==> src/rtl/core/fswp_pkg.sv <==
`timescale 1ns / 1ps
package fswp_pkg;

   localparam int MAX_NODES_DEF = 1048576;
   localparam int FIFO_DEPTH = 4;
   localparam int CSR_IDX_W = 3;
   localparam int CSR_DATA_W = 32;

   localparam logic [CSR_IDX_W-1:0] CSR_MODE        = 3'd0;
   localparam logic [CSR_IDX_W-1:0] CSR_DIR_X       = 3'd1;
   localparam logic [CSR_IDX_W-1:0] CSR_DIR_Y       = 3'd2;
   localparam logic [CSR_IDX_W-1:0] CSR_DIR_Z       = 3'd3;
   localparam logic [CSR_IDX_W-1:0] CSR_WATER_LEVEL = 3'd4;
   localparam logic [CSR_IDX_W-1:0] CSR_RADIUS      = 3'd5;

   localparam logic MODE_AVERAGE = 1'b0;
   localparam logic MODE_NEAREST = 1'b1;

   typedef struct packed {
      logic               mode;
      logic signed [15:0] dir_x;
      logic signed [15:0] dir_y;
      logic signed [15:0] dir_z;
      logic signed [31:0] water_level;
      logic        [30:0] radius;
   } cfg_type;

   typedef struct packed {
      logic               hit;
      logic signed [31:0] height;
      logic        [63:0] dist_sq;
      logic               last;
      logic               mode;
   } rec_type;

   typedef enum logic [1:0] {
      F_IDLE,
      F_RUN,
      F_PUSH
   } front_state_type;

   typedef enum logic [2:0] {
      B_ACC,
      B_FIN,
      B_DIV,
      B_OUT
   } back_state_type;

endpackage

==> src/rtl/core/fswp_fifo.sv <==
`timescale 1ns / 1ps
module fswp_fifo
   import fswp_pkg::*;
(
   input  logic    clock,
   input  logic    reset,
   input  logic    push,
   input  rec_type push_data,
   output logic    full,
   input  logic    pop,
   output rec_type pop_data,
   output logic    not_empty
);

   localparam int PTR_W = (FIFO_DEPTH > 1) ? $clog2(FIFO_DEPTH) : 1;
   localparam int CNT_W = $clog2(FIFO_DEPTH + 1);

   rec_type            mem_ff [FIFO_DEPTH];
   logic [PTR_W-1:0]   wr_ptr_ff, wr_ptr_in;
   logic [PTR_W-1:0]   rd_ptr_ff, rd_ptr_in;
   logic [CNT_W-1:0]   count_ff, count_in;

   assign full      = (count_ff == CNT_W'(FIFO_DEPTH));
   assign not_empty = (count_ff != '0);
   assign pop_data  = mem_ff[rd_ptr_ff];

   always_comb begin
      wr_ptr_in = wr_ptr_ff;
      rd_ptr_in = rd_ptr_ff;
      count_in  = count_ff;
      if (push && !full) begin
         wr_ptr_in = (wr_ptr_ff == PTR_W'(FIFO_DEPTH - 1)) ? '0 : wr_ptr_ff + 1'b1;
      end
      if (pop && not_empty) begin
         rd_ptr_in = (rd_ptr_ff == PTR_W'(FIFO_DEPTH - 1)) ? '0 : rd_ptr_ff + 1'b1;
      end
      if ((push && !full) && !(pop && not_empty)) begin
         count_in = count_ff + 1'b1;
      end else if (!(push && !full) && (pop && not_empty)) begin
         count_in = count_ff - 1'b1;
      end
   end

   always_ff @(posedge clock) begin
      if (reset) begin
         wr_ptr_ff <= '0;
         rd_ptr_ff <= '0;
         count_ff  <= '0;
      end else begin
         wr_ptr_ff <= wr_ptr_in;
         rd_ptr_ff <= rd_ptr_in;
         count_ff  <= count_in;
      end
   end

   always_ff @(posedge clock) begin
      if (push && !full) begin
         mem_ff[wr_ptr_ff] <= push_data;
      end
   end

endmodule

==> config.mk <==
export PLATFORM = sky130hd
export DESIGN_NAME = fswp_fifo
export DESIGN_NICKNAME = d
export VERILOG_FILES = /design/src/rtl/core/fswp_pkg.sv /design/src/rtl/core/fswp_fifo.sv
export SDC_FILE = /design/constraint.sdc
export NUM_CORES = 1
export LEC_CHECK = 0
export ABC_AREA = 1
export BUFFER_PORTS_ARGS = -buffer_cell sky130_fd_sc_hd__clkbuf_2
export CORE_AREA = 2 2 169 171
export DETAILED_ROUTE_END_ITERATION = 12
export DIE_AREA = 0 0 171 173
export PLACE_DENSITY = 0.79
export SYNTH_ARGS = -nofsm -noshare
export SYNTH_HDL_FRONTEND = slang
export SYNTH_SLANG_ARGS = --single-unit
==> constraint.sdc <==
create_clock -name clock -period 17.5 [get_ports clock]
set_clock_uncertainty 0.15 [all_clocks]
set_input_delay 2.625 -clock clock [delete_from_list [all_inputs] [get_ports clock]]
set_output_delay 2.625 -clock clock [all_outputs]
set_load 0.005 [all_outputs]
==> results by group <==
Yosys
  – Synth Instances: 1027
  – Xor-xnor portion of the synthesized cell area: 0.0579%
  – Syn Std Cell Area: 15100 um^2
  – Simple-gate share of the synthesized area: 5.85%
  – Largest family of logic cells by synthesized area: compound AO/OA/AOI/OAI gates
  – YS warnings: 0
  – Synthesized net count: 1137
  – Synth unique cells: 22
  – Compound-gate portion of the synthesized area: 10.7%
  – Adder-Cell Fraction of Synth Area: 0.628%
  – Register area share after synthesis: 79.8%
  – Mapped Avg Cell Area: 14.7 um^2
  – Seq cells post-synth: 405
  – Mux cell area share after synthesis: 0%

CTS
  – Clock Path Buffers: 3
  – Post_cts resized: 0
  – Setup Buffers After CTS: 0
  – Clock Sink Count: 405
  – Hold Buf Count CTS: 0
  – TritonCTS Buffers: 40
  – CTS Root Cell: clkbuf_16
  – H-tree levels: 2
  – Clk_lat worst skew: 0.51 ns
  – Clk slew on worst S/H paths: 0.06 ns
  – CTS tree: yes

Routing
  – DR DRC count: 0
  – DR pass1 iterations: 7
  – Drt wl/cell: 19.2 um
  – Final WL: 31.2 mm
  – Antenna Nets Post-Route: 0
  – Vias: 9174
  – Post-Route M1 WL: 12.8 mm
  – DR top layer: met5
  – Routed met2 length: 14.9 mm
  – Iter 0 DRT Violations: 958
  – DR WL met3: 2.77 mm
  – Vias per cell: 5.64

Floorplan
  – Initial core utilization: 54.8%
  – Die W: 171 um
  – IO Pins: 204
  – Die height: 173 um
  – Die ar.: 29600 um^2
  – Core Rows: 61
  – Core area: 27600 um^2

Timing
  – Final hold viol count: 0
  – Fmax: 163 MHz
  – Final Cycle Share: 35.0%
  – Worst Hold Margin: 0.383 ns
  – RSZ-0062 raised after global routing: false
  – Tightest Pin Transition: 1.20 ns
  – Setup_tns: 0 ns
  – Final setup violation count: 0
  – Post-layout minimum cycle time: 6.13 ns
  – Slew HR: 20.3%
  – Slew Limit Fails: 0

Job
  – Max Cap Violations: 0

Pwr
  – Max IR drop VDD: 107 uV
  – Leakage: 6.23 nW
  – Power Density: 154 nW/um^2

Layout
  – FF/Latch Area: 12100 um^2
  – Layout cells sized above 1: 22.4%
  – Multi-input logic area: 2650 um^2
  – Final net count: 1328
  – Final cell count without fillers: 1626
  – Filler cells: 1979
  – Syn-to-layout area delta: 16.7%

Critical path
  – Worst endpoint required time: 14.73 ns
  – Setup CP Type: reg -> out
  – Crit path max fanout: 111
  – Crit path DAT: 3.36 ns
  – Crit start category: flop
  – Setup crit end kind: primary output

Run status
  – Status: completed

Hold path
  – Min-delay worst type: reg -> reg

Placed design
  – Post-DP HPWL: 17.3 mm
  – Inst Count DP: 1554
  – Final Wtd Congestion: 0.749
  – PortBufs: 203

Global routing
  – Grt total ovfl: 0
  – Initial antenna violation count: 3
  – Largest net degree at the start of global routing: 123
  – First-pass GRT wire length: 47.9 mm
  – Gr usage total: 20.8%
  – Vias in the first global route: 8989
## cell usage in the layout, fill, tap and decap left out, drive strengths merged, types with 3 or more instances in the layout
cell / netlist / routed
edfxtp: 396 / 396
clkbuf: 40 / 253
nor2: 215 / 215
o21ai: 199 / 199
o22ai: 99 / 99
inv: 16 / 18
nand2: 14 / 14
clkinv: 1 / 13
buf: 24 / 10
dfxtp: 9 / 9
ha: 6 / 6
bufinv: 0 / 4
clkinvlp: 0 / 3
## critical path: stages (launching register included)
cell	delay [ns]
dfxtp_4	0.56
inv_6	0.53
buf_4	0.92
o21ai_0	0.22
o22ai_1	0.27
clkbuf_2	0.18
## power breakdown
part	internal (W)	switching, W
registers	0.00118	0.0000661
clock network	0.000497	0.000338
logic	0.000226	0.000404
total	0.00191	0.000808
## worst paths after layout
path,startpoint,to,slack (ns),depth (start not counted)
worst max-delay path,flop,pop_data[9],11.37,5
worst min-delay path,count_ff[1],count_ff[1],0.38,2
worst max register to register,count_ff[0],mem_ff[3][89],14.52,6
worst min register to register,count_ff[1],count_ff[1],0.38,2
## metrics by stage
step           area (um^2)  power, W  utilization, %  setup WS (ns)
5_1_grt              17700   0.00285            63.9          11.15
2_1_floorplan        15100   0.00164               -           9.90
3_5_place_dp         16400   0.00190            59.2          11.92
4_1_cts              17700   0.00274            63.9          11.37
6_report             17700   0.00271            63.9          11.37
3_3_place_gp         16400   0.00188            59.2          12.04
## cell usage after synthesis
master,number,share of area (%)
buf_2,5,0.17
a21oi_1,2,0.066
dfxtp_1,9,1.2
buf_8,1,0.099
nand4_1,1,0.041
clkbuf_1,40,0.99
inv_6,1,0.058
xor2_1,1,0.058
o21ai_1,22,0.73
fa_1,1,0.13
nand3_1,1,0.033
inv_1,15,0.37
nor2_1,215,5.3
nand2_1,14,0.35
buf_6,13,0.97
nand3b_1,2,0.099
clkinv_4,1,0.058
edfxtp_1,396,79
o21ai_0,177,5.9
o22ai_1,99,4.1
buf_4,5,0.25
ha_1,6,0.50
## layout make-up
class,instances,area share [%]
Sequential cell,405,68.4
Multi-Input combinational cell,541,15.0
Timing Repair Buffer,213,6.18
Clock buffer,50,6.11
Tap cell,378,2.68
Clock inverter,21,1.23
Inverter,17,0.418
Antenna cell,1,0.0142
## kinds of logic (layout without fill, tap and decap cells)
family / count (synthesis) / count (layout)
DFF: 405 / 405
AOI/OAI and AO/OA: 300 / 300
and+or+nand+nor: 233 / 233
buffers and inverters: 81 / 301
adders and majority gates: 7 / 7
xor gates and xnor gates: 1 / 1
other: 0 / 1
## metal layers
metal | up-vias | GRT usage (%)
li1 | 4250 | -
met1 | 4458 | 28.3
met2 | 403 | 34.0
met3 | 57 | 5.04
met4 | 6 | 5.65
met5 | - | 0
## flip-flops by register name, summed over array words and instances, names as in the netlist, named ones only
register and flops:
wr_ptr_ff 2, rd_ptr_ff 2, mem_ff 396, count_ff 3
No activity file was read; power rests on OpenSTA's default activity.
