===== src/rtl/core/fswp_pkg.sv =====
`timescale 1ns / 1ps
package fswp_pkg;

   localparam int MAX_NODES_DEF = 1048576;
   localparam int FIFO_DEPTH = 4;
   localparam int CSR_IDX_W = 3;
   localparam int CSR_DATA_W = 32;

   localparam logic [CSR_IDX_W-1:0] CSR_MODE        = 3'd0;
   localparam logic [CSR_IDX_W-1:0] CSR_DIR_X       = 3'd1;
   localparam logic [CSR_IDX_W-1:0] CSR_DIR_Y       = 3'd2;
   localparam logic [CSR_IDX_W-1:0] CSR_DIR_Z       = 3'd3;
   localparam logic [CSR_IDX_W-1:0] CSR_WATER_LEVEL = 3'd4;
   localparam logic [CSR_IDX_W-1:0] CSR_RADIUS      = 3'd5;

   localparam logic MODE_AVERAGE = 1'b0;
   localparam logic MODE_NEAREST = 1'b1;

   typedef struct packed {
      logic               mode;
      logic signed [15:0] dir_x;
      logic signed [15:0] dir_y;
      logic signed [15:0] dir_z;
      logic signed [31:0] water_level;
      logic        [30:0] radius;
   } cfg_type;

   typedef struct packed {
      logic               hit;
      logic signed [31:0] height;
      logic        [63:0] dist_sq;
      logic               last;
      logic               mode;
   } rec_type;

   typedef enum logic [1:0] {
      F_IDLE,
      F_RUN,
      F_PUSH
   } front_state_type;

   typedef enum logic [2:0] {
      B_ACC,
      B_FIN,
      B_DIV,
      B_OUT
   } back_state_type;

endpackage


===== src/rtl/core/fswp_front.sv =====
`timescale 1ns / 1ps
module fswp_front
   import fswp_pkg::*;
(
   input  logic          clock,
   input  logic          reset,
   input  cfg_type       cfg,
   input  logic          in_valid,
   output logic          in_ready,
   input  logic [191:0]  in_data,
   input  logic [2:0]    in_flags,
   input  logic          in_last,
   output logic          push,
   output rec_type       push_data,
   input  logic          full
);

   front_state_type     state_ff, state_in;
   logic [3:0]          step_ff, step_in;
   cfg_type             cfg_ff;
   logic signed [32:0]  n_ff [3];
   logic signed [32:0]  r_ff [3];
   logic                ok_ff, last_ff;
   logic signed [50:0]  acc_ff, acc_in;
   logic        [30:0]  c_ff [3];
   logic                far_ff, far_in;
   logic        [63:0]  dsq_ff;
   logic        [63:0]  rsq_ff;
   logic signed [31:0]  h_ff;

   logic signed [15:0]  mul_a;
   logic signed [32:0]  mul_b;
   logic signed [48:0]  prod;
   logic [1:0]          acc_op;
   logic        [30:0]  sq_a;
   logic        [61:0]  sq;
   logic        [50:0]  acc_mag;
   logic signed [36:0]  h_wide;
   logic signed [37:0]  h_sub;
   logic signed [31:0]  h_sat;

   localparam logic [1:0] OP_FIRST = 2'd0;
   localparam logic [1:0] OP_ADD   = 2'd1;
   localparam logic [1:0] OP_SUB   = 2'd2;

   always_comb begin
      mul_a  = cfg_ff.dir_x;
      mul_b  = n_ff[0];
      acc_op = OP_FIRST;
      case (step_ff)
         4'd0: begin mul_a = cfg_ff.dir_y; mul_b = r_ff[2]; acc_op = OP_FIRST; end
         4'd1: begin mul_a = cfg_ff.dir_z; mul_b = r_ff[1]; acc_op = OP_SUB;   end
         4'd2: begin mul_a = cfg_ff.dir_z; mul_b = r_ff[0]; acc_op = OP_FIRST; end
         4'd3: begin mul_a = cfg_ff.dir_x; mul_b = r_ff[2]; acc_op = OP_SUB;   end
         4'd4: begin mul_a = cfg_ff.dir_x; mul_b = r_ff[1]; acc_op = OP_FIRST; end
         4'd5: begin mul_a = cfg_ff.dir_y; mul_b = r_ff[0]; acc_op = OP_SUB;   end
         4'd6: begin mul_a = cfg_ff.dir_x; mul_b = n_ff[0]; acc_op = OP_FIRST; end
         4'd7: begin mul_a = cfg_ff.dir_y; mul_b = n_ff[1]; acc_op = OP_ADD;   end
         4'd8: begin mul_a = cfg_ff.dir_z; mul_b = n_ff[2]; acc_op = OP_ADD;   end
         default: begin mul_a = cfg_ff.dir_x; mul_b = n_ff[0]; acc_op = OP_ADD; end
      endcase
      prod = 49'(mul_a * mul_b);
      case (acc_op)
         OP_FIRST: acc_in = 51'(prod);
         OP_SUB:   acc_in = acc_ff - 51'(prod);
         default:  acc_in = acc_ff + 51'(prod);
      endcase
      acc_mag = acc_in[50] ? 51'(-acc_in) : 51'(acc_in);
      far_in  = far_ff | (acc_mag[50:45] != '0);

      case (step_ff)
         4'd9:    sq_a = c_ff[0];
         4'd10:   sq_a = c_ff[1];
         4'd11:   sq_a = c_ff[2];
         default: sq_a = cfg_ff.radius;
      endcase
      sq = 62'(sq_a) * 62'(sq_a);

      h_wide = 37'((acc_ff + 51'sd8192) >>> 14);
      h_sub  = 38'(h_wide) - 38'(cfg_ff.water_level);
      if (h_sub > 38'sd2147483647) begin
         h_sat = 32'sh7FFFFFFF;
      end else if (h_sub < -38'sd2147483648) begin
         h_sat = 32'sh80000000;
      end else begin
         h_sat = h_sub[31:0];
      end
   end

   always_comb begin
      state_in = state_ff;
      step_in  = step_ff;
      in_ready = (state_ff == F_IDLE);
      push     = 1'b0;
      unique case (state_ff)
         F_IDLE: begin
            step_in = '0;
            if (in_valid) begin
               state_in = F_RUN;
            end
         end
         F_RUN: begin
            step_in = step_ff + 1'b1;
            if (step_ff == 4'd12) begin
               state_in = F_PUSH;
            end
         end
         F_PUSH: begin
            if (!full) begin
               push     = 1'b1;
               state_in = F_IDLE;
            end
         end
         default: state_in = F_IDLE;
      endcase
   end

   assign push_data.hit     = ok_ff && !far_ff && (dsq_ff < rsq_ff);
   assign push_data.height  = h_ff;
   assign push_data.dist_sq = dsq_ff;
   assign push_data.last    = last_ff;
   assign push_data.mode    = cfg_ff.mode;

   always_ff @(posedge clock) begin
      if (reset) begin
         state_ff <= F_IDLE;
         step_ff  <= '0;
      end else begin
         state_ff <= state_in;
         step_ff  <= step_in;
      end
   end

   always_ff @(posedge clock) begin
      if (state_ff == F_IDLE && in_valid) begin
         cfg_ff  <= cfg;
         n_ff[0] <= 33'(signed'(in_data[31:0]));
         n_ff[1] <= 33'(signed'(in_data[63:32]));
         n_ff[2] <= 33'(signed'(in_data[95:64]));
         r_ff[0] <= 33'(signed'(in_data[31:0]))   - 33'(signed'(in_data[127:96]));
         r_ff[1] <= 33'(signed'(in_data[63:32]))  - 33'(signed'(in_data[159:128]));
         r_ff[2] <= 33'(signed'(in_data[95:64]))  - 33'(signed'(in_data[191:160]));
         ok_ff   <= in_flags[0] && !in_flags[1] && !in_flags[2];
         last_ff <= in_last;
         far_ff  <= 1'b0;
         dsq_ff  <= '0;
      end else if (state_ff == F_RUN) begin
         if (step_ff <= 4'd8) begin
            acc_ff <= acc_in;
         end
         case (step_ff)
            4'd1: begin c_ff[0] <= acc_mag[44:14]; far_ff <= far_in; end
            4'd3: begin c_ff[1] <= acc_mag[44:14]; far_ff <= far_in; end
            4'd5: begin c_ff[2] <= acc_mag[44:14]; far_ff <= far_in; end
            4'd9, 4'd10, 4'd11: dsq_ff <= dsq_ff + 64'(sq);
            4'd12: rsq_ff <= 64'(sq);
            default: ;
         endcase
         if (step_ff == 4'd9) begin
            h_ff <= h_sat;
         end
      end
   end

endmodule


===== config.mk =====
export PLATFORM = sky130hd
export DESIGN_NAME = fswp_front
export DESIGN_NICKNAME = d
export VERILOG_FILES = /design/src/rtl/core/fswp_pkg.sv /design/src/rtl/core/fswp_front.sv
export SDC_FILE = /design/constraint.sdc
export NUM_CORES = 2
export LEC_CHECK = 0
export BUFFER_PORTS_ARGS = -buffer_cell sky130_fd_sc_hd__buf_2
export CORE_MARGIN = 10
export CORE_UTILIZATION = 35
export DETAILED_ROUTE_END_ITERATION = 8
export GPL_ROUTABILITY_DRIVEN = 0
export SETUP_SLACK_MARGIN = 0.4
export SLEW_MARGIN = 5
export SYNTH_ARGS = -nofsm -noshare
export SYNTH_HDL_FRONTEND = slang
export SYNTH_SLANG_ARGS = --single-unit
export TNS_END_PERCENT = 30

===== constraint.sdc =====
create_clock -name clock -period 15.9 [get_ports clock]
set_input_delay 3.18 -clock clock [delete_from_list [all_inputs] [get_ports clock]]
set_output_delay 3.18 -clock clock [all_outputs]
set_load 0.05 [all_outputs]

==> impl_summary.log <==
INFO  metric critPathBufInv = 6
INFO  metric cp_top_family = compound AO/OA/AOI/OAI gates
INFO  metric cts.root.buffer_cell = clkbuf_16
INFO  metric cp_data_required_time = 16.33 ns
INFO  metric synth-seq-cells = 617
INFO  metric finalSetupViolations = 0
INFO  metric hp_class = register to register
INFO  metric avgRoutedWirePerCell = 21.1 um
INFO  metric num-fill-cells = 23500
INFO  metric initial_standard_cell_utilization_of_the_core = 0.353
INFO  metric timing_worst_setup_path_type = register to register
INFO  metric area.growth.synth_to_final = 10.2%
INFO  metric min_to = dsq_ff[20]
INFO  metric rr_endpoint = c_ff[0][89]
INFO  metric synthArstFlopShare = 0
INFO  metric cts-buffers-inserted = 74
INFO  metric syn_inst = 8911
INFO  metric worst_hold_startpoint = dsq_ff[20]
INFO  metric cts_max_path_buffers = 3
INFO  metric cts_tree = done
INFO  metric post-cts-setup-buffers = 0
INFO  metric coreArea = about 240000 um^2
INFO  metric drc = 0
INFO  metric globalRoute.totalOverflow = 0
INFO  metric critical_path.slowest_cell = a2111oi_0
INFO  metric setup-tns-final = 0 ns
INFO  metric design.die.area = 258000 um^2
INFO  metric maxSlewHeadroom = 0.164
INFO  metric grt_usage = 0.199
INFO  metric timing_worst_slew_pin_value = 1.25 ns
INFO  metric worst_setup_hold_path_clk_slew = 0.06 ns
INFO  metric clk_lat_worst_skew = 0.76 ns
INFO  metric worst-r2r-setup-slack = between 1 and 1.5 ns
INFO  metric mostFrequentLayoutCell = inv_1
INFO  metric setup.worst_path.end_class = register
INFO  metric worst_hold_path.num_cells = 2
INFO  metric synth.net_count = approximately 11000
INFO  metric grt_setup_unrepaired = no
INFO  metric kind_of_launch_point_of_the_worst_setup_path = register
INFO  metric final.setup_skew = 0.0673 ns
INFO  metric syn_area = roughly 83000 um^2
INFO  metric ant_nets = 0
INFO  metric cts_resized = 0
INFO  metric port_buffers = around 400
INFO  metric drv_cap = 0
INFO  metric site_row_count = around 180
INFO  metric final_net_count = approximately 11000
INFO  metric drt-total-wl = about 260000 um
INFO  metric vias_per_cell = 5.22
INFO  metric final_cells = 12400
INFO  metric share_of_final_layout_standard_cells_stronger_than_drive_strength_1 = 0.0834
INFO  metric post-route-period-util = 0.914
INFO  metric crit_path_max_fanout = 24
INFO  metric worstPathArrival = 14.96 ns
INFO  metric status = finished clean
INFO  metric drtPass1Iterations = 9
INFO  metric synth.yosys.warnings = 0
INFO  metric yosys_most_used_dff = edfxtp_1
INFO  metric synth.yosys.seq_area_share = 0.214
INFO  metric post_synth.cell_area_avg = 9.34 um^2
INFO  metric antenna_found_initial = 26
INFO  metric hold_buffers = 0
INFO  metric final_hold_viol_count = 0
INFO  metric dp.cells = 12300
INFO  metric grt_first_pass_wirelength = ~400000 um
INFO  metric r2r.worst_path.cells = 48
INFO  metric numClockSinks = 617
INFO  metric synth-edff-count = 546
INFO  metric drtIter0Drc = 5168
INFO  metric first_global_vias = between 60000 and 70000
INFO  metric final_period_minus_worst_setup_slack = 14.53 ns
INFO  metric cp_slowest_stage_delay = 0.76 ns
INFO  metric layout.core_utilization = 0.389
INFO  metric h-tree-depth = 3
INFO  metric io_pins = around 410
INFO  metric die_height = slightly above 500 um
INFO  metric grt_start_max_net_pins = 85
INFO  metric dp_hpwl = 217000 um
INFO  metric r2r-start = step_ff[3]
INFO  metric layout.cells.most_common_list = inv_1, fa_1, nor2_1
INFO  metric synth_cell_type_count = 90
INFO  metric achievable-frequency = 0.0688 GHz
INFO  metric timing.final.max_slew_violations = 0
INFO  metric die_width = 508 um
INFO  metric routed-via-count = 64900
INFO  metric crit_path_frequent_cell = fa_1
## registers in the layout (all words and copies together), names as in the netlist
| register | cells |
|---|---|
| acc_ff | 51 |
| c_ff | 93 |
| cfg_ff | 111 |
| dsq_ff | 64 |
| far_ff | 1 |
| h_ff | 32 |
| last_ff | 1 |
| n_ff | 96 |
| ok_ff | 1 |
| push_data | 1 |
| r_ff | 99 |
| rsq_ff | 61 |
| state_ff | 2 |
| step_ff | 4 |
## layer usage
| metal | part of all wire | global-route usage | up-vias |
|---|---|---|---|
| met5 | 0.00077 | 0 | - |
| met4 | 0.038 | 0.0695 | 32 |
| met3 | 0.089 | 0.0463 | 472 |
| met2 | 0.45 | 0.325 | 2769 |
| met1 | 0.42 | 0.260 | 32200 |
| li1 | - | - | 29400 |
## area by class of cell
| class | count | area, um^2 | area share |
|---|---|---|---|
| antenna | 9 | 22.5 | 0.000245 |
| clock buffer | 90 | 2000 | 0.0217 |
| clock inverter | 46 | 533 | 0.00581 |
| multi-input combinational | 6193 | 57800 | 0.629 |
| timing repair buffer | 528 | 2940 | 0.0320 |
| sequential | 617 | 17800 | 0.194 |
| tap | 3150 | 3940 | 0.0429 |
| inverter | 1806 | 6790 | 0.0739 |
## worst max-delay path by stage
stage,cells after the start,endpoint,slack [ns],start
after floorplan,4,cfg_ff[0],3.04,in_valid
after global placement,48,dsq_ff[63],1.26,step_ff[2]
after detailed placement,48,dsq_ff[63],1.17,step_ff[2]
after CTS,48,dsq_ff[63],1.18,step_ff[2]
after global routing,45,c_ff[0][88],0.37,step_ff[3]
final,48,c_ff[0][89],1.37,step_ff[3]
## stage by stage
step	hold WS [ns]	cell area, um^2	setup slack (ns)
floorplan	0.534	83300	3.04
global placement	0.480	89200	1.26
detailed placement	0.495	89200	1.17
CTS	0.503	91800	1.18
global route	0.521	91800	0.372
finish	0.506	91800	1.37
## cell families after synthesis
family / Yosys count / synth area share
fa+ha+maj: 1936 / 0.404
compound gates: 1436 / 0.115
xor+xnor: 392 / 0.0412
buf+inv: 2101 / 0.0949
mux: 23 / 0.00284
flops: 617 / 0.214
simple gates: 2406 / 0.128
## worst reg2reg max path: cells and delay by family, from the launching register on
family	cells	cell delay [ns]
xor gates and xnor gates	4	0.72
and+or+nand+nor	14	3.48
AOI/OAI and AO/OA	16	4.68
adders and majority gates	8	3.79
buffers and inverters	6	0.85
DFF	1	0.72
## synth_stat cells, types with 24 or more instances
cell | instances | area (um^2)
a2111oi_0 | 37 | 324
a211oi_1 | 54 | 405
a21boi_0 | 24 | 180
a21o_1 | 148 | 1110
a21oi_1 | 399 | 2000
a221oi_1 | 24 | 210
a222oi_1 | 24 | 240
a22o_1 | 73 | 639
a31oi_1 | 32 | 200
and2_1 | 44 | 275
and3_1 | 53 | 332
clkbuf_1 | 277 | 1040
dfxtp_1 | 71 | 1420
edfxtp_1 | 546 | 16400
fa_1 | 1255 | 25100
ha_1 | 681 | 8520
inv_1 | 1797 | 6750
nand2_1 | 824 | 3090
nand2b_1 | 81 | 507
nand3_1 | 96 | 480
nand4_1 | 43 | 269
nor2_1 | 900 | 3380
nor2b_1 | 66 | 413
nor3_1 | 109 | 546
o211ai_1 | 27 | 203
o21a_1 | 77 | 578
o21ai_0 | 248 | 1240
o21bai_1 | 39 | 293
o31ai_1 | 27 | 203
or2_2 | 52 | 325
or3_1 | 35 | 219
xnor2_1 | 273 | 2390
xor2_1 | 119 | 1040
Power is not shown: default switching activity piles up to over one toggle a cycle in this logic, so the estimate is an artifact.
