[src/rtl/core/fswp_pkg.sv]
`timescale 1ns / 1ps
package fswp_pkg;

   localparam int MAX_NODES_DEF = 1048576;
   localparam int FIFO_DEPTH = 4;
   localparam int CSR_IDX_W = 3;
   localparam int CSR_DATA_W = 32;

   localparam logic [CSR_IDX_W-1:0] CSR_MODE        = 3'd0;
   localparam logic [CSR_IDX_W-1:0] CSR_DIR_X       = 3'd1;
   localparam logic [CSR_IDX_W-1:0] CSR_DIR_Y       = 3'd2;
   localparam logic [CSR_IDX_W-1:0] CSR_DIR_Z       = 3'd3;
   localparam logic [CSR_IDX_W-1:0] CSR_WATER_LEVEL = 3'd4;
   localparam logic [CSR_IDX_W-1:0] CSR_RADIUS      = 3'd5;

   localparam logic MODE_AVERAGE = 1'b0;
   localparam logic MODE_NEAREST = 1'b1;

   typedef struct packed {
      logic               mode;
      logic signed [15:0] dir_x;
      logic signed [15:0] dir_y;
      logic signed [15:0] dir_z;
      logic signed [31:0] water_level;
      logic        [30:0] radius;
   } cfg_type;

   typedef struct packed {
      logic               hit;
      logic signed [31:0] height;
      logic        [63:0] dist_sq;
      logic               last;
      logic               mode;
   } rec_type;

   typedef enum logic [1:0] {
      F_IDLE,
      F_RUN,
      F_PUSH
   } front_state_type;

   typedef enum logic [2:0] {
      B_ACC,
      B_FIN,
      B_DIV,
      B_OUT
   } back_state_type;

endpackage

[src/rtl/core/fswp_back.sv]
`timescale 1ns / 1ps
module fswp_back
   import fswp_pkg::*;
#(
   parameter int MAX_NODES = MAX_NODES_DEF
) (
   input  logic         clock,
   input  logic         reset,
   input  logic         rec_valid,
   input  rec_type      rec,
   output logic         pop,
   output logic         out_valid,
   input  logic         out_ready,
   output logic [31:0]  out_height,
   output logic [20:0]  out_count,
   output logic         out_found
);

   localparam logic [20:0] COUNT_CAP =
      (MAX_NODES < 2097151) ? 21'(MAX_NODES) : 21'h1FFFFF;

   back_state_type      state_ff, state_in;
   logic signed [63:0]  sum_ff;
   logic        [20:0]  count_ff;
   logic        [63:0]  best_dsq_ff;
   logic signed [31:0]  best_h_ff;
   logic                mode_ff;
   logic [64:0]         quo_ff;
   logic [21:0]         rem_ff;
   logic [6:0]          bit_ff;
   logic                neg_ff;
   logic [31:0]         res_ff, res_in;
   logic                out_valid_ff;
   logic [31:0]         out_height_ff;
   logic [20:0]         out_count_ff;

   logic signed [64:0]  sum_ext;
   logic signed [63:0]  sum_sat;
   logic [63:0]         sum_mag;
   logic [21:0]         rem_shift;
   logic                rem_ge;
   logic [64:0]         q_fin;
   logic                out_free;

   assign out_valid  = out_valid_ff;
   assign out_height = out_height_ff;
   assign out_count  = out_count_ff;
   assign out_found  = (out_count_ff != '0);
   assign out_free   = !out_valid_ff || out_ready;
   assign pop        = rec_valid && (state_ff == B_ACC);

   always_comb begin
      sum_ext = 65'(sum_ff) + 65'(rec.height);
      if (sum_ext[64] != sum_ext[63]) begin
         sum_sat = sum_ext[64] ? 64'sh8000000000000000 : 64'sh7FFFFFFFFFFFFFFF;
      end else begin
         sum_sat = sum_ext[63:0];
      end
      sum_mag   = sum_ff[63] ? 64'(-sum_ff) : 64'(sum_ff);
      rem_shift = {rem_ff[20:0], quo_ff[64]};
      rem_ge    = (rem_shift >= 22'(count_ff));
      q_fin     = {quo_ff[63:0], rem_ge};
      if (neg_ff) begin
         res_in = (q_fin >= 65'h80000000) ? 32'h80000000 : 32'(-q_fin[31:0]);
      end else begin
         res_in = (q_fin >= 65'h80000000) ? 32'h7FFFFFFF : q_fin[31:0];
      end
   end

   always_comb begin
      state_in = state_ff;
      unique case (state_ff)
         B_ACC:   if (pop && rec.last) state_in = B_FIN;
         B_FIN: begin
            if (count_ff == '0 || mode_ff == MODE_NEAREST) begin
               state_in = B_OUT;
            end else begin
               state_in = B_DIV;
            end
         end
         B_DIV:   if (bit_ff == 7'd0) state_in = B_OUT;
         B_OUT:   if (out_free) state_in = B_ACC;
         default: state_in = B_ACC;
      endcase
   end

   always_ff @(posedge clock) begin
      if (reset) begin
         state_ff     <= B_ACC;
         sum_ff       <= '0;
         count_ff     <= '0;
         best_dsq_ff  <= '1;
         best_h_ff    <= '0;
         out_valid_ff <= 1'b0;
      end else begin
         state_ff <= state_in;
         if (state_ff == B_OUT && out_free) begin
            out_valid_ff <= 1'b1;
         end else if (out_valid_ff && out_ready) begin
            out_valid_ff <= 1'b0;
         end
         if (pop) begin
            mode_ff <= rec.mode;
            if (rec.hit) begin
               if (count_ff < COUNT_CAP) begin
                  count_ff <= count_ff + 1'b1;
                  sum_ff   <= sum_sat;
               end
               if (rec.dist_sq < best_dsq_ff) begin
                  best_dsq_ff <= rec.dist_sq;
                  best_h_ff   <= rec.height;
               end
            end
         end
         if (state_ff == B_OUT && out_free) begin
            sum_ff       <= '0;
            count_ff     <= '0;
            best_dsq_ff  <= '1;
            best_h_ff    <= '0;
         end
      end
   end

   always_ff @(posedge clock) begin
      unique case (state_ff)
         B_FIN: begin
            quo_ff <= 65'(sum_mag) + 65'(count_ff[20:1]);
            rem_ff <= '0;
            bit_ff <= 7'd64;
            neg_ff <= sum_ff[63];
            if (count_ff == '0) begin
               res_ff <= '0;
            end else begin
               res_ff <= best_h_ff;
            end
         end
         B_DIV: begin
            rem_ff <= rem_ge ? rem_shift - 22'(count_ff) : rem_shift;
            quo_ff <= {quo_ff[63:0], rem_ge};
            bit_ff <= bit_ff - 1'b1;
         end
         B_OUT: begin
            if (out_free) begin
               out_height_ff <= res_ff;
               out_count_ff  <= count_ff;
            end
         end
         default: ;
      endcase
      if (state_ff == B_DIV && bit_ff == 7'd0) begin
         res_ff <= res_in;
      end
   end

endmodule

[config.mk]
export PLATFORM = sky130hd
export DESIGN_NAME = fswp_back
export DESIGN_NICKNAME = d
export VERILOG_FILES = /design/src/rtl/core/fswp_pkg.sv /design/src/rtl/core/fswp_back.sv
export SDC_FILE = /design/constraint.sdc
export NUM_CORES = 1
export LEC_CHECK = 0
export ABC_CLOCK_PERIOD_IN_PS = 6800
export BUFFER_PORTS_ARGS = -buffer_cell sky130_fd_sc_hd__buf_2
export CORE_MARGIN = 5
export CORE_UTILIZATION = 45
export DETAILED_ROUTE_END_ITERATION = 12
export PLACE_DENSITY = 0.66
export SYNTH_ARGS = -nofsm -noshare
export SYNTH_HDL_FRONTEND = slang
export SYNTH_SLANG_ARGS = --single-unit
export TNS_END_PERCENT = 1
[constraint.sdc]
create_clock -name clock -period 6.8 [get_ports clock]
set_clock_uncertainty 0.05 [all_clocks]
set_input_delay 1.7 -clock clock [delete_from_list [all_inputs] [get_ports clock]]
set_output_delay 1.7 -clock clock [all_outputs]
set_load 0.005 [all_outputs]
==> qor.txt, run 1 <==
CTS tree -> yes
Clock Power Share -> 0.209
number of hold buffers added after CTS -> 0
area occupied by multi-input gates -> 14540 µm²
Post-synth EDFFs -> 180
WL met3 -> 6.090 mm
final instance area -> 27270 µm²
# IOs -> 159
maximum capacitance violations -> 0
endpoints failing hold -> 0
global-route wire length before repair -> 115.4 mm
die height -> 244.2 µm
Netlist cell types -> 85
Switch Pwr -> 4.273 mW
Pwr per Cell Area -> 372.0 nW/µm²
n_diodes -> 0
Slew @ Worst Pin -> 942.1 ps
WL final -> 73.47 mm
M1 wire length -> 35.29 mm
Max Root-Sink Buffers -> 3
cell chain of the critical path -> inv_1 > ha_1 > nand2b_1 > a21boi_0 > o21ai_0 > a211oi_1 > o2111ai_1 > nand4_1 > nand2_1 > ha_1 > nand2b_1 > nor4_1 > nand2_1 > or4_1 > nor3_1 > nor3_1 > a211oi_1 > o21ai_0
Worst path max stage delay -> 570 ps
Mean Syn Cell Area -> 8.463 µm²
setup TNS -> 0 ps
GRT Overall Usage -> 0.2362
chip width -> 244.2 µm
via count -> 22150
1st-iter DRT viols -> 2146
top sig layer -> met4
sequential fraction of the synthesis area -> 0.3683
main area contributors after synthesis -> edfxtp_1 (22%), dfxtp_1 (15%), ha_1 (9.0%)
# H-tree levels -> 2
Area after DPL -> 26010 µm²
highest attainable clock frequency -> 176.6 MHz
first drt pass iteration count -> 8
hold_ws -> 367.9 ps
Critical path origin -> count_ff[2]$_SDFFE_PP0P_
Core ar. -> 54030 µm²
CTS Buf Count -> 40
pin count of the biggest net entering global routing -> 123
YS warnings -> 0
die area -> 59620 µm²
vias in the first global route -> 20700
FILL cells -> 5102
Initial Util -> 0.4568
crit end category -> flop
Mapped Cells -> 2916
post-synth top area cell -> edfxtp_1
Post-synth top cells -> nand2_1 (305), o21ai_0 (277), a21oi_1 (217)
status -> finished, final reports clean
Vias per Instance -> 5.978
initial antenna violation count -> 4
P&R area growth vs syn -> 10.50%
Worst-Skew Late Latency -> 570 ps
wire length on met2 -> 30.77 mm
hold crit path type -> reg -> reg
crit share post-route -> 0.8325
setup bufs post-CTS -> 0
register share of total power -> 0.360
crit start category -> flop
DP Wirelength -> 56.01 mm
layout cells sized above 1 -> 0.1024
Setup-failing EPs final -> 0
root buffer cell -> clkbuf_16
fraction of power spent switching nets -> 0.4212
NumNets Final -> 3261
placer congestion estimate -> 0.9591
worst relative slew slack -> 0.3666
std cell rows -> 85
Max FO, Critical Path -> 9
Post-synth top flop -> dfxtp_1
Routed Antenna Nets -> 0
maximum VDD drop -> 0.3196 mV
Slew Limit Fails -> 0
data required time at the worst endpoint -> 7040 ps
Sink Count -> 364
Netlist Area Pre-Place -> 24680 µm²
count leader, synth -> nand2_1
WL/cell -> 19.83 µm
RSZ-0062 raised after global routing -> no
Logic pwr share -> 0.431
Internal -> 5.872 mW
kind of critical path -> reg -> reg
Post-synth ARST share -> 0
min-delay src -> res_ff[28]$_DFFE_PP_
register area -> 9090 µm²
minimum clock period -> 5661 ps
GR Overflow Total -> 0
PortBufs -> 158
PostCTS Resize Cnt -> 0
CP max stage cell -> dfxtp_1
share of the synthesized area in the top cell type -> 0.2190
flip-flop and latch count after synthesis -> 364
DRC -> 0
synthesized netlist net count -> 3199
Reg-to-Reg Start -> count_ff[2]$_SDFFE_PP0P_
CP Data Arrival Time -> 5900 ps
P_leak -> 11.05 nW
clock-pin slew on the worst setup and hold paths -> 60 ps
## flip-flops by register name, indices dropped and copies added (netlist names)
register / cells
out_count: 21
out_valid: 1
count_ff: 21
best_dsq_ff: 64
state_ff: 2
neg_ff: 1
out_height: 32
mode_ff: 1
rem_ff: 21
best_h_ff: 32
res_ff: 32
quo_ff: 65
sum_ff: 64
bit_ff: 7
## power by group through the flow
stage | Sequential [mW] | Combinational (mW) | Clock (mW)
after global placement | 3.64 | 4.23 | 0
final | 3.66 | 4.37 | 2.12
after CTS | 3.63 | 4.33 | 2.17
after global routing | 3.72 | 4.86 | 2.25
after floorplan | 3.44 | 3.33 | 0
after detailed placement | 3.67 | 4.32 | 0
## layer usage
layer | global-route usage | vias up
met4 | 0.04696 | 0
met5 | 0 | -
li1 | - | 10800
met1 | 0.3623 | 10430
met3 | 0.03669 | 83
met2 | 0.3534 | 834
## final timing paths
check,end,slack (ps),depth (start not counted)
worst max register to register,res_ff[16]$_DFFE_PP_,1140,18
worst max-delay path,res_ff[16]$_DFFE_PP_,1140,18
worst min-delay path,out_height[28]$_DFFE_PP_,370,0
worst min register to register,out_height[28]$_DFFE_PP_,370,0
## final cells by class
class                      instances  share of cell area
clock buffer                      54             0.04029
sequential                       364              0.3333
multi-input combinational       2261              0.5334
tap                              696             0.03194
inverter                         128             0.01762
clock inverter                    19            0.005736
timing repair buffer             183             0.03772
## metrics by stage
step | total power [mW] | util | setup slack (ps) | cells
floorplan | 6.769 | - | 1338 | 2916
global placement | 7.871 | 0.4815 | 1145 | 3632
detailed placement | 7.981 | 0.4815 | 1018 | 3632
CTS | 10.13 | 0.5047 | 1401 | 3705
global route | 10.82 | 0.5047 | 800.5 | 3705
finish | 10.14 | 0.5047 | 1139 | 3705
## cell usage in the layout (no fill, tap or decap), types with 12 or more instances in the layout
master	instances
nand2_1	305
o21ai_0	276
a21oi_1	217
dfxtp_1	183
nor2_1	181
edfxtp_1	180
ha_1	175
buf_2	158
xnor2_1	142
nor3_1	138
inv_1	126
nand3_1	86
xor2_1	81
a21o_1	78
a31oi_1	76
nand4_1	52
clkbuf_16	40
a211oi_1	38
or3_1	35
o31ai_1	32
nor4_1	29
nand2b_1	24
nor2b_1	23
buf_4	21
o21bai_1	18
o41ai_1	17
or4_1	17
or2_2	16
o21ai_1	13
mux2i_1	12
## kinds of logic after synthesis
family	count (synthesis)	synth area share
mux	16	0.006692
compound gates	857	0.2109
buf+inv	291	0.04527
xor+xnor	223	0.07914
fa+ha+maj	180	0.09217
simple gates	985	0.1976
flops	364	0.3683
## critical path: cells and delay by family (launching register included)
family	cells	cell delay, ps
simple gates	9	2460
compound gates	6	1470
fa+ha+maj	2	640
flops	1	570
buf+inv	1	180
No activity file was read; power rests on OpenSTA's default activity.
==> inputs of run 2 (changes only) <==
ABC_CLOCK_PERIOD_IN_PS = 5100   (was 6800)
PLACE_DENSITY = 0.68   (was 0.66)
clock period = 5.1 ns   (was 6.8 ns; I/O delays follow)
==> qor.txt, run 2 (synthesis gave the netlist of run 1 again) <==
root buffer cell -> clkbuf_16
P_leak -> 11.28 nW
first drt pass iteration count -> 8
P&R area growth vs syn -> 12.18%
most frequent cells in the layout -> nand2_1 (305), o21ai_0 (274), a21oi_1 (216)
maximum capacitance violations -> 0
# IOs -> 159
Sink Count -> 364
Top Registers -> quo_ff (65), best_dsq_ff (64), sum_ff (64)
Max FO, Critical Path -> 6
minimum clock period -> 4756 ps
Worst-Skew Late Latency -> 590 ps
die height -> 244.2 µm
DRC -> 0
hold crit path type -> reg -> reg
maximum VDD drop -> 0.2914 mV
crit share post-route -> 0.9325
Area after DPL -> 26340 µm²
layout cells sized above 1 -> 0.1160
CP Data Arrival Time -> 5020 ps
WL/cell -> 19.36 µm
Top reg by flops -> quo_ff
1st-iter DRT viols -> 2371
CTS Buf Count -> 41
initial antenna violation count -> 0
Core ar. -> 54030 µm²
CTS tree -> yes
global-route wire length before repair -> 114.7 mm
non-filler cells, final -> 3749
chip width -> 244.2 µm
NumNets Final -> 3303
Slew @ Worst Pin -> 1032 ps
worst setup margin -> 344.1 ps
CP max stage cell -> ha_1
data required time at the worst endpoint -> 5360 ps
vias in the first global route -> 21290
std cell rows -> 85
DP Wirelength -> 55.80 mm
Setup-failing EPs final -> 0
final instance area -> 27680 µm²
GR Overflow Total -> 0
placer congestion estimate -> 0.9548
# H-tree levels -> 2
endpoints failing hold -> 0
status -> finished, final reports clean
Initial Util -> 0.4568
RSZ-0062 raised after global routing -> yes
Worst path max stage delay -> 380 ps
Slew Limit Fails -> 0
Post-Place Cells -> 3670
kind of critical path -> reg -> reg
commonest non-fill, non-tap cell in the layout -> nand2_1
pin count of the biggest net entering global routing -> 113
FILL cells -> 5052
pre-CTS setup slack -> 207.0 ps
n_diodes -> 0
WL final -> 72.59 mm
register area -> 9092 µm²
Vias per Instance -> 5.951
cell chain of the critical path -> inv_1 > ha_1 > nor4b_1 > buf_4 > nand3_1 > o21ai_1 > xnor2_1 > ha_1 > and3_1 > nand3_1 > nor3_1 > o21ai_0 > a21oi_2 > nand4b_1 > buf_4 > nor4_4 > buf_4 > nand3_1 > xnor2_1 > o21ai_1
PortBufs -> 158
Pwr per Cell Area -> 494.0 nW/µm²
Routed Antenna Nets -> 0
highest attainable clock frequency -> 210.3 MHz
via count -> 22310
crit end category -> flop
GRT Overall Usage -> 0.2329
max reg flops -> 65
number of hold buffers added after CTS -> 0
area occupied by multi-input gates -> 14560 µm²
Largest delay share family, worst path -> simple AND/OR/NAND/NOR gates
clock-pin slew on the worst setup and hold paths -> 60 ps
die area -> 59620 µm²
worst relative slew slack -> 0.3105
Max Root-Sink Buffers -> 3
Buf+Inv Stages, Crit Path -> 4
crit start category -> flop
==> run 2: cell count changes in the layout (fill, tap and decap cells not counted), sizes merged <==
cell      delta
inv          -4
clkinv       +3
bufinv       +1
buf         +41
clkinvlp     +3
==> run 2: report_power, final <==
group          internal [mW]  switching [mW]  total, mW
Sequential              4.11           0.744       4.86
Clock                   1.65            1.22       2.87
Combinational           2.23            3.72       5.95
==> run 2: through the flow <==
step | total power [mW] | utilization | hold WS, ps | setup TNS (ps)
final | 13.68 | 0.5124 | 365.2 | 0
after CTS | 13.65 | 0.5117 | 367.2 | 0
after global routing | 14.59 | 0.5124 | 378.4 | -16.48
after detailed placement | 10.75 | 0.4875 | 354.5 | 0
after floorplan | 9.025 | - | 350.3 | 0
after global placement | 10.56 | 0.4875 | 353.6 | 0
==> run 2: worst paths after layout <==
path | depth (start not counted) | slack (ps) | start | endpoint
hold reg to reg | 0 | 370 | res_ff[31]$_DFFE_PP_ | out_height[31]$_DFFE_PP_
hold / removal | 0 | 370 | res_ff[31]$_DFFE_PP_ | out_height[31]$_DFFE_PP_
setup reg to reg | 20 | 340 | sum_ff[1]$_SDFFE_PP0P_ | quo_ff[54]$_DFFE_PP_
setup / recovery | 20 | 340 | sum_ff[1]$_SDFFE_PP0P_ | quo_ff[54]$_DFFE_PP_
==> run 2: area by class of cell <==
| type | count | share of cell area |
|---|---|---|
| clock buffers | 54 | 0.04004 |
| clock inverters | 22 | 0.007186 |
| flip-flops and latches | 364 | 0.3284 |
| well taps | 696 | 0.03146 |
| inverters | 128 | 0.01736 |
| multi-input cells | 2261 | 0.5259 |
| repair buffers | 224 | 0.04962 |
==> run 2: layer usage <==
layer | vias up | routed length (µm) | track usage
met5 | - | 0 | 0
met4 | 0 | 1779 | 0.05908
met3 | 111 | 5508 | 0.03625
met2 | 848 | 31250 | 0.3560
met1 | 10470 | 34050 | 0.3456
li1 | 10880 | - | -
==> run 2: what timing repair did <==
action / CTS / global route
gates resized for setup: 0 / 7
setup endpoints to repair: 0 / 18
buffers inserted: 0 / 3
